**src/rtl/cfr_pkg.sv**
```systemverilog
package cfr_pkg;

  typedef enum logic [1:0] {
    REQ_ADD    = 2'd0,
    REQ_REMOVE = 2'd1,
    REQ_TOUCH  = 2'd2,
    REQ_EVICT  = 2'd3
  } req_type_e;

  typedef enum logic [1:0] {
    KIND_BINARY  = 2'd0,
    KIND_FILE    = 2'd1,
    KIND_ANON    = 2'd2,
    KIND_INVALID = 2'd3
  } page_kind_e;

  typedef enum logic [1:0] {
    STAT_DONE      = 2'd0,
    STAT_VICTIM    = 2'd1,
    STAT_NO_VICTIM = 2'd2,
    STAT_BAD_KIND  = 2'd3
  } status_e;

  typedef enum logic [1:0] {
    ACT_NONE      = 2'd0,
    ACT_SWAP_OUT  = 2'd1,
    ACT_WRITEBACK = 2'd2
  } action_e;

  typedef enum logic [2:0] {
    ST_CLEAR,
    ST_IDLE,
    ST_TOUCH,
    ST_SWEEP,
    ST_RESP
  } state_e;

  typedef struct packed {
    logic [1:0] req_type;
    logic [5:0] frame_index;
    logic       is_mapped;
    logic [1:0] page_kind;
    logic       set_accessed;
    logic       set_dirty;
  } req_t;

  typedef struct packed {
    logic [1:0] status;
    logic [5:0] victim_frame;
    logic [1:0] action;
    logic [1:0] victim_new_kind;
  } rsp_t;

  // One frame table entry as it is kept in the memory.
  typedef struct packed {
    logic       valid;
    logic       mapped;
    logic       use_bit;
    logic       dirty;
    logic [1:0] kind;
  } entry_t;

  localparam int unsigned EntryWidth = $bits(entry_t);

endpackage

```
**src/rtl/cfr_req_if.sv**
```systemverilog
interface cfr_req_if;
  import cfr_pkg::*;

  logic valid;
  logic ready;
  req_t data;

  modport source (output valid, output data, input ready);
  modport sink (input valid, input data, output ready);
endinterface

```
**src/rtl/cfr_rsp_if.sv**
```systemverilog
interface cfr_rsp_if;
  import cfr_pkg::*;

  logic valid;
  logic ready;
  rsp_t data;

  modport source (output valid, output data, input ready);
  modport sink (input valid, input data, output ready);
endinterface

```
**src/rtl/cfr_ram.sv**
```systemverilog
module cfr_ram #(
  parameter int unsigned Width = 8,
  parameter int unsigned Depth = 64
) (
  input  logic                     clk_i,
  input  logic                     we_i,
  input  logic [$clog2(Depth)-1:0] waddr_i,
  input  logic [Width-1:0]         wdata_i,
  input  logic [$clog2(Depth)-1:0] raddr_i,
  output logic [Width-1:0]         rdata_o
);

  logic [Width-1:0] mem_q [Depth];
  logic [Width-1:0] rdata_q;

  always_ff @(posedge clk_i) begin
    if (we_i) begin
      mem_q[waddr_i] <= wdata_i;
    end
    rdata_q <= mem_q[raddr_i];
  end

  assign rdata_o = rdata_q;

endmodule

```
**src/rtl/clock_frame_replacement_core.sv**
```systemverilog
// Frame table with second-chance (clock) replacement. Each request item on
// req_i is an add, remove, touch or evict, and each gives exactly one result
// item on rsp_o. The table lives in one synchronous memory of FRAMES entries
// with a registered read. Add and remove are single writes. Touch is a
// read-modify-write. Evict walks the clock hand one entry per cycle and
// examines at most 2 * FRAMES entries; when no valid, mapped frame exists
// the sweep gives up after two full turns with a no-victim status and the
// hand is left where it started. After reset the block clears the memory,
// one entry a cycle, before it takes the first item. A finished result sits
// in an output register, so the block returns to idle and takes the next
// item while the previous result still waits; it stalls only when a second
// result is ready before the first has been taken.
module clock_frame_replacement_core #(
  parameter int unsigned FRAMES = 64
) (
  input  logic            clk_i,
  input  logic            rst_ni,
  cfr_req_if.sink         req_i,
  cfr_rsp_if.source       rsp_o
);
  import cfr_pkg::*;

  localparam int unsigned AW = $clog2(FRAMES);
  localparam int unsigned CW = $clog2(2 * FRAMES);
  localparam logic [AW-1:0] LastSlot = AW'(FRAMES - 1);
  localparam logic [CW-1:0] SweepLast = CW'(2 * FRAMES - 1);

  // Advance a slot index around the ring.
  function automatic logic [AW-1:0] next_slot(logic [AW-1:0] a);
    logic [AW-1:0] n;
    n = (a == LastSlot) ? '0 : a + 1'b1;
    return n;
  endfunction

  state_e        state_q, state_d;
  logic [AW-1:0] ptr_q, ptr_d;
  logic [AW-1:0] slot_q, slot_d;
  logic [CW-1:0] cnt_q, cnt_d;
  logic [AW-1:0] hand_q, hand_d;
  logic          tok_q, tok_d;
  logic          tacc_q, tacc_d;
  logic          tdirty_q, tdirty_d;
  rsp_t          res_q, res_d;
  logic          out_valid_q, out_valid_d;
  rsp_t          out_data_q, out_data_d;

  logic          ram_we;
  logic [AW-1:0] ram_waddr;
  entry_t        ram_wdata;
  logic [AW-1:0] ram_raddr;
  logic [EntryWidth-1:0] ram_rdata;
  entry_t        entry;

  req_t          req;
  logic          in_ok;
  logic [AW-1:0] in_addr;
  logic          out_free;
  logic          fin;
  rsp_t          fin_res;
  logic          in_ready;
  logic          cand;

  cfr_ram #(
    .Width (EntryWidth),
    .Depth (FRAMES)
  ) u_ram (
    .clk_i   (clk_i),
    .we_i    (ram_we),
    .waddr_i (ram_waddr),
    .wdata_i (ram_wdata),
    .raddr_i (ram_raddr),
    .rdata_o (ram_rdata)
  );

  assign entry    = entry_t'(ram_rdata);
  assign req      = req_i.data;
  assign in_ok    = 32'(req.frame_index) < FRAMES;
  assign in_addr  = AW'(req.frame_index);
  assign out_free = !out_valid_q || rsp_o.ready;
  assign cand     = entry.valid && entry.mapped;

  always_comb begin
    state_d     = state_q;
    ptr_d       = ptr_q;
    slot_d      = slot_q;
    cnt_d       = cnt_q;
    hand_d      = hand_q;
    tok_d       = tok_q;
    tacc_d      = tacc_q;
    tdirty_d    = tdirty_q;
    res_d       = res_q;
    out_valid_d = out_valid_q;
    out_data_d  = out_data_q;
    ram_we      = 1'b0;
    ram_waddr   = slot_q;
    ram_wdata   = '0;
    ram_raddr   = ptr_q;
    fin         = 1'b0;
    fin_res     = '0;
    in_ready    = 1'b0;

    if (out_valid_q && rsp_o.ready) begin
      out_valid_d = 1'b0;
    end

    unique case (state_q)
      ST_CLEAR: begin
        // Sweep zeros through the whole table once after reset.
        ram_we    = 1'b1;
        ram_waddr = ptr_q;
        if (ptr_q == LastSlot) begin
          ptr_d   = '0;
          state_d = ST_IDLE;
        end else begin
          ptr_d = ptr_q + 1'b1;
        end
      end
      ST_IDLE: begin
        in_ready = 1'b1;
        if (req_i.valid) begin
          unique case (req.req_type)
            REQ_ADD: begin
              ram_we           = in_ok;
              ram_waddr        = in_addr;
              ram_wdata.valid  = 1'b1;
              ram_wdata.mapped = req.is_mapped;
              ram_wdata.kind   = req.page_kind;
              fin              = 1'b1;
            end
            REQ_REMOVE: begin
              ram_we    = in_ok;
              ram_waddr = in_addr;
              fin       = 1'b1;
            end
            REQ_TOUCH: begin
              ram_raddr = in_addr;
              slot_d    = in_addr;
              tok_d     = in_ok;
              tacc_d    = req.set_accessed;
              tdirty_d  = req.set_dirty;
              state_d   = ST_TOUCH;
            end
            REQ_EVICT: begin
              ram_raddr = hand_q;
              slot_d    = hand_q;
              ptr_d     = next_slot(hand_q);
              cnt_d     = '0;
              state_d   = ST_SWEEP;
            end
            default: ;
          endcase
        end
      end
      ST_TOUCH: begin
        // Touching a free slot changes nothing.
        if (tok_q && entry.valid) begin
          ram_we            = 1'b1;
          ram_wdata         = entry;
          ram_wdata.use_bit = entry.use_bit | tacc_q;
          ram_wdata.dirty   = entry.dirty | tdirty_q;
        end
        fin = 1'b1;
      end
      ST_SWEEP: begin
        if (cand && !entry.use_bit) begin
          // Victim found; the hand moves past it.
          hand_d               = next_slot(slot_q);
          fin                  = 1'b1;
          fin_res.victim_frame = 6'(slot_q);
          fin_res.status       = STAT_VICTIM;
          unique case (entry.kind)
            KIND_BINARY: begin
              if (entry.dirty) begin
                fin_res.action          = ACT_SWAP_OUT;
                fin_res.victim_new_kind = KIND_ANON;
              end else begin
                fin_res.action          = ACT_NONE;
                fin_res.victim_new_kind = KIND_BINARY;
              end
            end
            KIND_FILE: begin
              fin_res.action          = entry.dirty ? ACT_WRITEBACK : ACT_NONE;
              fin_res.victim_new_kind = KIND_FILE;
            end
            KIND_ANON: begin
              fin_res.action          = ACT_SWAP_OUT;
              fin_res.victim_new_kind = KIND_ANON;
            end
            KIND_INVALID: begin
              fin_res.status          = STAT_BAD_KIND;
              fin_res.action          = ACT_NONE;
              fin_res.victim_new_kind = KIND_INVALID;
            end
            default: ;
          endcase
          // A known kind frees the slot; an unknown kind keeps it as is.
          ram_we = (entry.kind != KIND_INVALID);
        end else begin
          if (cand) begin
            // Second chance: clear the accessed bit and move on.
            ram_we            = 1'b1;
            ram_wdata         = entry;
            ram_wdata.use_bit = 1'b0;
          end
          if (cnt_q == SweepLast) begin
            fin            = 1'b1;
            fin_res.status = STAT_NO_VICTIM;
          end else begin
            ram_raddr = ptr_q;
            slot_d    = ptr_q;
            ptr_d     = next_slot(ptr_q);
            cnt_d     = cnt_q + 1'b1;
          end
        end
      end
      ST_RESP: begin
        if (out_free) begin
          out_valid_d = 1'b1;
          out_data_d  = res_q;
          state_d     = ST_IDLE;
        end
      end
      default: begin
        state_d = ST_IDLE;
      end
    endcase

    // A finished item goes straight to the output register when it is free,
    // and otherwise waits in the result register.
    if (fin) begin
      if (out_free) begin
        out_valid_d = 1'b1;
        out_data_d  = fin_res;
        state_d     = ST_IDLE;
      end else begin
        res_d   = fin_res;
        state_d = ST_RESP;
      end
    end
  end

  always_ff @(posedge clk_i or negedge rst_ni) begin
    if (!rst_ni) begin
      state_q     <= ST_CLEAR;
      ptr_q       <= '0;
      cnt_q       <= '0;
      hand_q      <= '0;
      out_valid_q <= 1'b0;
    end else begin
      state_q     <= state_d;
      ptr_q       <= ptr_d;
      cnt_q       <= cnt_d;
      hand_q      <= hand_d;
      out_valid_q <= out_valid_d;
    end
  end

  always_ff @(posedge clk_i) begin
    slot_q     <= slot_d;
    tok_q      <= tok_d;
    tacc_q     <= tacc_d;
    tdirty_q   <= tdirty_d;
    res_q      <= res_d;
    out_data_q <= out_data_d;
  end

  assign req_i.ready = in_ready;
  assign rsp_o.valid = out_valid_q;
  assign rsp_o.data  = out_data_q;

  // The write-back of one slot never meets the read of the next one.
  a_sweep_no_collide: assert property (@(posedge clk_i) disable iff (!rst_ni)
    (state_q == ST_SWEEP && ram_we && !fin) |-> (ram_waddr != ram_raddr))
    else $error("sweep write and read hit the same slot");

  // The sweep stops after two turns of the ring.
  a_sweep_bound: assert property (@(posedge clk_i) disable iff (!rst_ni)
    (state_q == ST_SWEEP) |-> (cnt_q <= SweepLast))
    else $error("sweep ran past two turns");

  // A chosen victim of known kind is freed in the same cycle.
  a_victim_freed: assert property (@(posedge clk_i) disable iff (!rst_ni)
    (fin && fin_res.status == STAT_VICTIM) |-> (ram_we && ram_wdata == '0))
    else $error("victim slot not freed");

  // No item is taken while the table is being cleared.
  a_clear_blocks: assert property (@(posedge clk_i) disable iff (!rst_ni)
    (state_q == ST_CLEAR) |-> !req_i.ready)
    else $error("item accepted during clearing pass");

  // A no-victim sweep leaves the hand where it started.
  a_hand_kept: assert property (@(posedge clk_i) disable iff (!rst_ni)
    (fin && fin_res.status == STAT_NO_VICTIM) |=> (hand_q == $past(hand_q)))
    else $error("hand moved on a sweep with no victim");

endmodule
```
**src/flat_wrapper.sv**
```systemverilog
// flat-port wrapper written by rule: the top's interface ports become plain ports
module clock_frame_replacement_core_flat import cfr_pkg::*;
#(
  parameter int unsigned FRAMES = 64
)
  (clk_i, rst_ni, req_i_valid, req_i_data, req_i_ready, rsp_o_valid, rsp_o_data, rsp_o_ready);
  cfr_req_if req_i_i ();
  cfr_rsp_if rsp_o_i ();
  input  logic clk_i;
  input  logic rst_ni;
  input wire logic [$bits(req_i_i.valid)-1:0] req_i_valid;
  input wire logic [$bits(req_i_i.data)-1:0] req_i_data;
  output wire logic [$bits(req_i_i.ready)-1:0] req_i_ready;
  output wire logic [$bits(rsp_o_i.valid)-1:0] rsp_o_valid;
  output wire logic [$bits(rsp_o_i.data)-1:0] rsp_o_data;
  input wire logic [$bits(rsp_o_i.ready)-1:0] rsp_o_ready;
  assign req_i_i.valid = req_i_valid;
  assign req_i_i.data = req_i_data;
  assign req_i_ready = req_i_i.ready;
  assign rsp_o_valid = rsp_o_i.valid;
  assign rsp_o_data = rsp_o_i.data;
  assign rsp_o_i.ready = rsp_o_ready;
  clock_frame_replacement_core #(.FRAMES(FRAMES)) u_core (.clk_i(clk_i), .rst_ni(rst_ni), .req_i(req_i_i), .rsp_o(rsp_o_i));
endmodule
```
**config.mk**
```make
export PLATFORM = sky130hd
export DESIGN_NAME = clock_frame_replacement_core_flat
export DESIGN_NICKNAME = d
export VERILOG_FILES = /design/src/rtl/cfr_pkg.sv /design/src/rtl/cfr_req_if.sv /design/src/rtl/cfr_rsp_if.sv /design/src/rtl/cfr_ram.sv /design/src/rtl/clock_frame_replacement_core.sv /design/src/flat_wrapper.sv
export SDC_FILE = /design/constraint.sdc
export NUM_CORES = 1
export LEC_CHECK = 0
export ABC_AREA = 1
export ABC_CLOCK_PERIOD_IN_PS = 4300
export BUFFER_PORTS_ARGS = -buffer_cell sky130_fd_sc_hd__clkbuf_2
export CAP_MARGIN = 30
export CORE_UTILIZATION = 40
export DETAILED_ROUTE_END_ITERATION = 7
export PLACE_DENSITY = 0.62
export SLEW_MARGIN = 10
export SYNTH_ARGS = -nofsm -noshare
export SYNTH_HDL_FRONTEND = slang
export SYNTH_SLANG_ARGS = --single-unit
export TNS_END_PERCENT = 20
```
**constraint.sdc**
```tcl
create_clock -name clk_i -period 4.3 [get_ports clk_i]
set_input_delay 0.645 -clock clk_i [delete_from_list [all_inputs] [get_ports clk_i]]
set_output_delay 0.645 -clock clk_i [all_outputs]
set_load 0.03 [all_outputs]
```
# After elaboration in Yosys (flattened, before gate mapping)
# Memories as Yosys holds them, arrays and structs flattened. A register that Yosys moved wholly into a read port is not among the register bits.
# Cells that the tools add are included.
# word_totals
ff_bits	55
ramBits	384
in_bits	17
word_cells	139
memories	1
# memory_table
name	depth	word_bits	read_ports	rd_ports_with_merged_regs	write_ports	line	rtl
u_core.u_ram.mem_q	64	6	1	1	1	cfr_ram.sv:13	logic [Width-1:0] mem_q [Depth];
# classes
add_sub_neg	4
eq_ne	25
muxes	70
n_bitwise	3
n_reduce_logical	20
# ops
cell	count
$mux 6	17
$mux 12	5
$pmux 6 s2	4
$mux 7	4
$reduce_and 5->1	4
$add 6x1->6 const B	3
$eq 6x6->1 const B	3
$mux 3	6
$pmux 6 s3	1
$mux 2	8
$pmux 4 s4	1
$mux 1	15
$pmux 7 s2	1
$pmux 2 s3	2
$pmux 3 s4	1
$mux 10	1
$ne 2x2->1 const B	5
$eq 2x2->1 const B	4
$add 7x1->7 const B	1
$eq 7x7->1 const B	1
$eq 3x2->1 const B	2
$ne 3x1->1 const B	2
$pmux 3 s2	1
$eq 2x1->1 const B	2
21 further kinds	28

# Logic depth before layout (Yosys ltp)
# depth
depth_word	7
mapped_depth	16
ltp_nobuf	14

# Modules after synthesis
# A second synthesis with hierarchy kept.
# unflattened
hier_cells	1829
hier_area_um2	19197.2
# by_module_without_submodules
mod	n_inst	cells_each	area_per_inst_um2	seq_area_each_um2
cfr_ram	1	1376	15930.3	11651.2
clock_frame_replacement_core	1	453	3266.9	1416.4

# Least setup slack after synthesis
# No wires, ideal clock.
# synth_timing
kind	in2reg
startpoint	in req_i_data[12]
endpoint	mem u_core.u_ram.mem_q[0][5] (netlist bit) (data pin)
setup_ps	702
arrival_ps	3897
required_time_ps	3598
setup_slack_ps	-298
cell_stages	5
cell_sequence	buf_2 > or2_1 > nor2_8 > inv_2 > o21ai_0
# synth_rtl
element	line	rtl
start: declaration	flat_wrapper.sv:12	input wire logic [$bits(req_i_i.data)-1:0] req_i_data;
end: declaration	cfr_ram.sv:13	

# Final worst setup path
# layout_timing
startpoint	reg u_core.state_q[2]
endpoint	mem u_core.u_ram.mem_q[38][4] (netlist bit), enable pin
# layout_between
elab_chain_len	4
word_cells_on_any_way	8
cone_classes	eq/ne (3); mux (4); reduce/logical (1)
# layout_rtl
element	line	rtl
start: declaration	clock_frame_replacement_core.sv:35	state_e state_q, state_d;
start signal: assignment	clock_frame_replacement_core.sv:250	state_q <= state_d;
$eq 3x2->1 (tied with other cells)	clock_frame_replacement_core.sv:106	unique case (state_q)
$pmux 1 s4	clock_frame_replacement_core.sv:106	
$mux 1	cfr_ram.sv:17	if (we_i) begin
$mux 1 (implied by the code)	cfr_ram.sv:18	mem_q[waddr_i] <= wdata_i;
# Parallel ways exist; a longest one is shown, timed or not.

==> summary.txt <==
Floorplan
  – Die X: 227.5 um
  – # rows: 82
  – # IOs: 31
  – Total die area: 0.05174 mm2
  – Initial Util: 40.53%
  – Core Area: 0.05017 mm2
  – Die Span Y: 227.5 um

Cells and area
  – Ant diodes: 0
  – Layout cell share with drive strength beyond 1: 7.718%
  – Nets: 2109
  – Design area: 0.02266 mm2
  – Layout area overhead: 11.42%

Setup path
  – Worst Setup End Kind: flip-flop
  – WP data arrival: 3.50 ns
  – Worst-path maximum fanout: 8
  – Worst setup SP type: flip-flop
  – Crit path kind: reg -> reg
  – Required time at the worst-slack endpoint: 4.52 ns

Yosys
  – Largest area contributor in the netlist: edfxtp_1
  – Yosys reg bits: 445
  – Synth async-reset ratio: 5.169%
  – Synth Area in Adders: 0.2461%
  – Library cells used by synthesis: 43
  – Largest family of logic cells by synthesized area: simple AND/OR/NAND/NOR gates
  – Post-synthesis mux area share: 0%
  – Syn_area_per_cell: 9.815 um2
  – Register area share after synthesis: 64.26%
  – Commonest cells post-synth: 473 x nand2_1, 404 x edfxtp_1, 388 x inv_1, 388 x nand3_1, 131 x nor2_1
  – Yosys warning total: 0
  – Main synth FF type: edfxtp_1
  – Most frequent cell after synthesis: nand2_1
  – Post-synth EDFFs: 404
  – Post-synthesis compound-gate area fraction: 2.640%
  – Yosys top cell area share: 59.66%
  – Syn Nets: 2093
  – Cells after Synth: 2072
  – Post-Synth Simple-Gate Area: 22.97%
  – Synth area leaders: edfxtp_1 60%, nand3_1 9.5%, nand2_1 8.7%
  – Synth Area in XOR/XNOR: 0.3015%
  – Syn Std Cell Area: 0.02034 mm2

Placed design
  – Routability cong.: 0.8762
  – DP Area: 0.02123 mm2
  – Final HPWL DP: 31300 um
  – Setup slack at placement: 0.8124 ns
  – Port Buffer Count: 30

Detailed routing
  – DRT Pass-1 Iters: 7
  – DR DRC count: 0
  – Wire per inst: 18.32 um
  – Post-route ant nets: 0
  – Via-to-Cell Ratio: 5.082
  – Wirelength, routed: 51250 um
  – Iteration-0 DRC count of the detailed router: 1159
  – Vias post-DR: 14220

STA
  – Endpoints failing setup: 0
  – Slew HR: 35.73%
  – RSZ-0062 raised after global routing: false
  – Fin crit period: 3.277 ns
  – Final worst path period share: 76.21%
  – Hold Fails Final Rpt: 0
  – Total negative slack: 0 ns
  – Slew Viols, Final: 0
  – Skew final: 0.02270 ns
  – Least-Margin Pin Slew: 0.9627 ns
  – Hold_ws: 0.06444 ns
  – Fmax: 305.1 MHz
  – Worst setup margin: 1.023 ns

GRT
  – Largest net degree at the start of global routing: 97
  – GRT Util Overall: 20.23%
  – Vias in the first global route: 13610
  – First-pass GRT wire length: 78500 um
  – Initial antenna violation count: 0
  – GRT Residual Overflow: 0

Clock tree
  – Clk buf depth: 3
  – CTS Buf Count: 46
  – H-tree levels: 2
  – CTS hold repair buffers: 0
  – Post-CTS Repair Setup Buffers: 0
  – Post-CTS sizing: 0
  – Clock Root Buffer: clkbuf_16
  – Clock latency on the worst-skew pair: 0.59 ns
  – CTS sink cnt: 445
  – CTS tree: done
  – Clk slew on worst S/H paths: 0.06 ns

Power
  – Max VDD drop: 0.0006262 V
  – Pwr Density: 672.8 mW/mm2
  – Static Leak: 9.575 nW

Run status
  – Status: finished, final reports clean

Worst hold path
  – Hold Crit Class: in -> async

Flow run
  – Max_cap viols: 0
-- worst max-delay path, cell delays in order (launching register included) --
cell and delay (ns):
dfrtp_1 0.43, nor2_1 0.24, inv_1 0.09, nor2_1 0.27, nand2_1 0.19, nand3_1 0.38, nand4_2 0.65, nor2_1 0.67
-- path summary, 6_finish.rpt --
check / start / end / slack (ns) / cells after the start
setup / recovery: u_core.state_q[2] / u_core.u_ram.mem_q[38][4] / 1.02 / 7
hold / removal: rst_ni / u_core.cnt_q[2] / 0.06 / 1
setup reg to reg: u_core.state_q[2] / u_core.u_ram.mem_q[38][4] / 1.02 / 7
hold reg to reg: u_core.rsp_o.data[11] / u_core.rsp_o.data[11] / 0.49 / 2
max in group asynchronous: rst_ni / u_core.hand_q[4] / 3.83 / 1
min in group clk_i: req_i_data[1] / u_core.tacc_q / 0.26 / 1
-- layout make-up --
| cell class | instances | area, um2 |
|---|---|---|
| Clock buffer | 60 | 1245 |
| Clock inverter | 25 | 153.9 |
| Fill cell | 4664 | 27510 |
| Inverter | 397 | 1490 |
| Multi-Input combinational cell | 1140 | 5393 |
| Sequential cell | 445 | 13070 |
| Tap cell | 672 | 840.8 |
| Timing Repair Buffer | 58 | 467.9 |
-- sequential cells by signal (all words and copies together) (netlist names), 6 cells and up --
register	cells
u_core.hand_q	6
u_core.cnt_q	7
u_core.ptr_q	6
u_core.res_q	12
u_core.u_ram.rdata_o	6
u_core.slot_q	6
u_core.u_ram.mem_q	384
u_core.rsp_o.data	12
-- per-stage QoR --
step	std cells	utilization (%)	power, mW
after floorplan	2072	-	9.641
after global placement	2711	42.32	11.50
after detailed placement	2711	42.32	11.55
after CTS	2796	45.11	15.29
after global routing	2797	45.16	16.10
final	2797	45.16	15.24
-- power breakdown --
group	total, mW	internal [mW]	switching, mW
registers	5.56	5.33	0.231
clock network	3.73	2.10	1.63
logic	5.95	1.63	4.33
total	15.2	9.06	6.18
-- cell families after synthesis --
kind of cell / after synthesis
buffers and inverters: 487
adders and majority gates: 4
AOI/OAI and AO/OA: 80
xor gates and xnor gates: 7
DFF: 445
and+or+nand+nor: 1049
-- layout by cell type (no fill, tap or decap), types with 3 or more instances in the layout --
cell       netlist  layout
clkinv_1         1      13
nand4_2          7       7
o22ai_1          5       5
o21ai_0         37      33
ha_1             4       4
nor2_2           5       4
clkbuf_1        22      11
o21ai_4          1       5
nand2_1        473     471
a21oi_1         10      10
clkinv_2         0      10
dfrtp_1         23      23
nand3b_1        24      24
a31oi_1         14      14
clkbuf_16        0      47
clkbuf_2         0      30
buf_4           17      20
edfxtp_1       404     404
dfxtp_1         18      18
nor3_1           5       5
nand2_2          3       3
buf_12           0       7
nand3_1        388     388
nor2_1         131     130
nor2_4           2       4
inv_2            8       8
nand4_1          4       4
xor2_1           6       6
inv_1          388     388
a221oi_2         3       3
-- per-layer routing --
layer	part of all wire (%)	vias up	GRT usage, %
met1	44	6802	27.53
met3	6.6	94	2.917
li1	-	6814	-
met2	47	505	33.06
met4	2.8	0	7.036
met5	0	-	0
No activity file was read; power rests on OpenSTA's default activity.
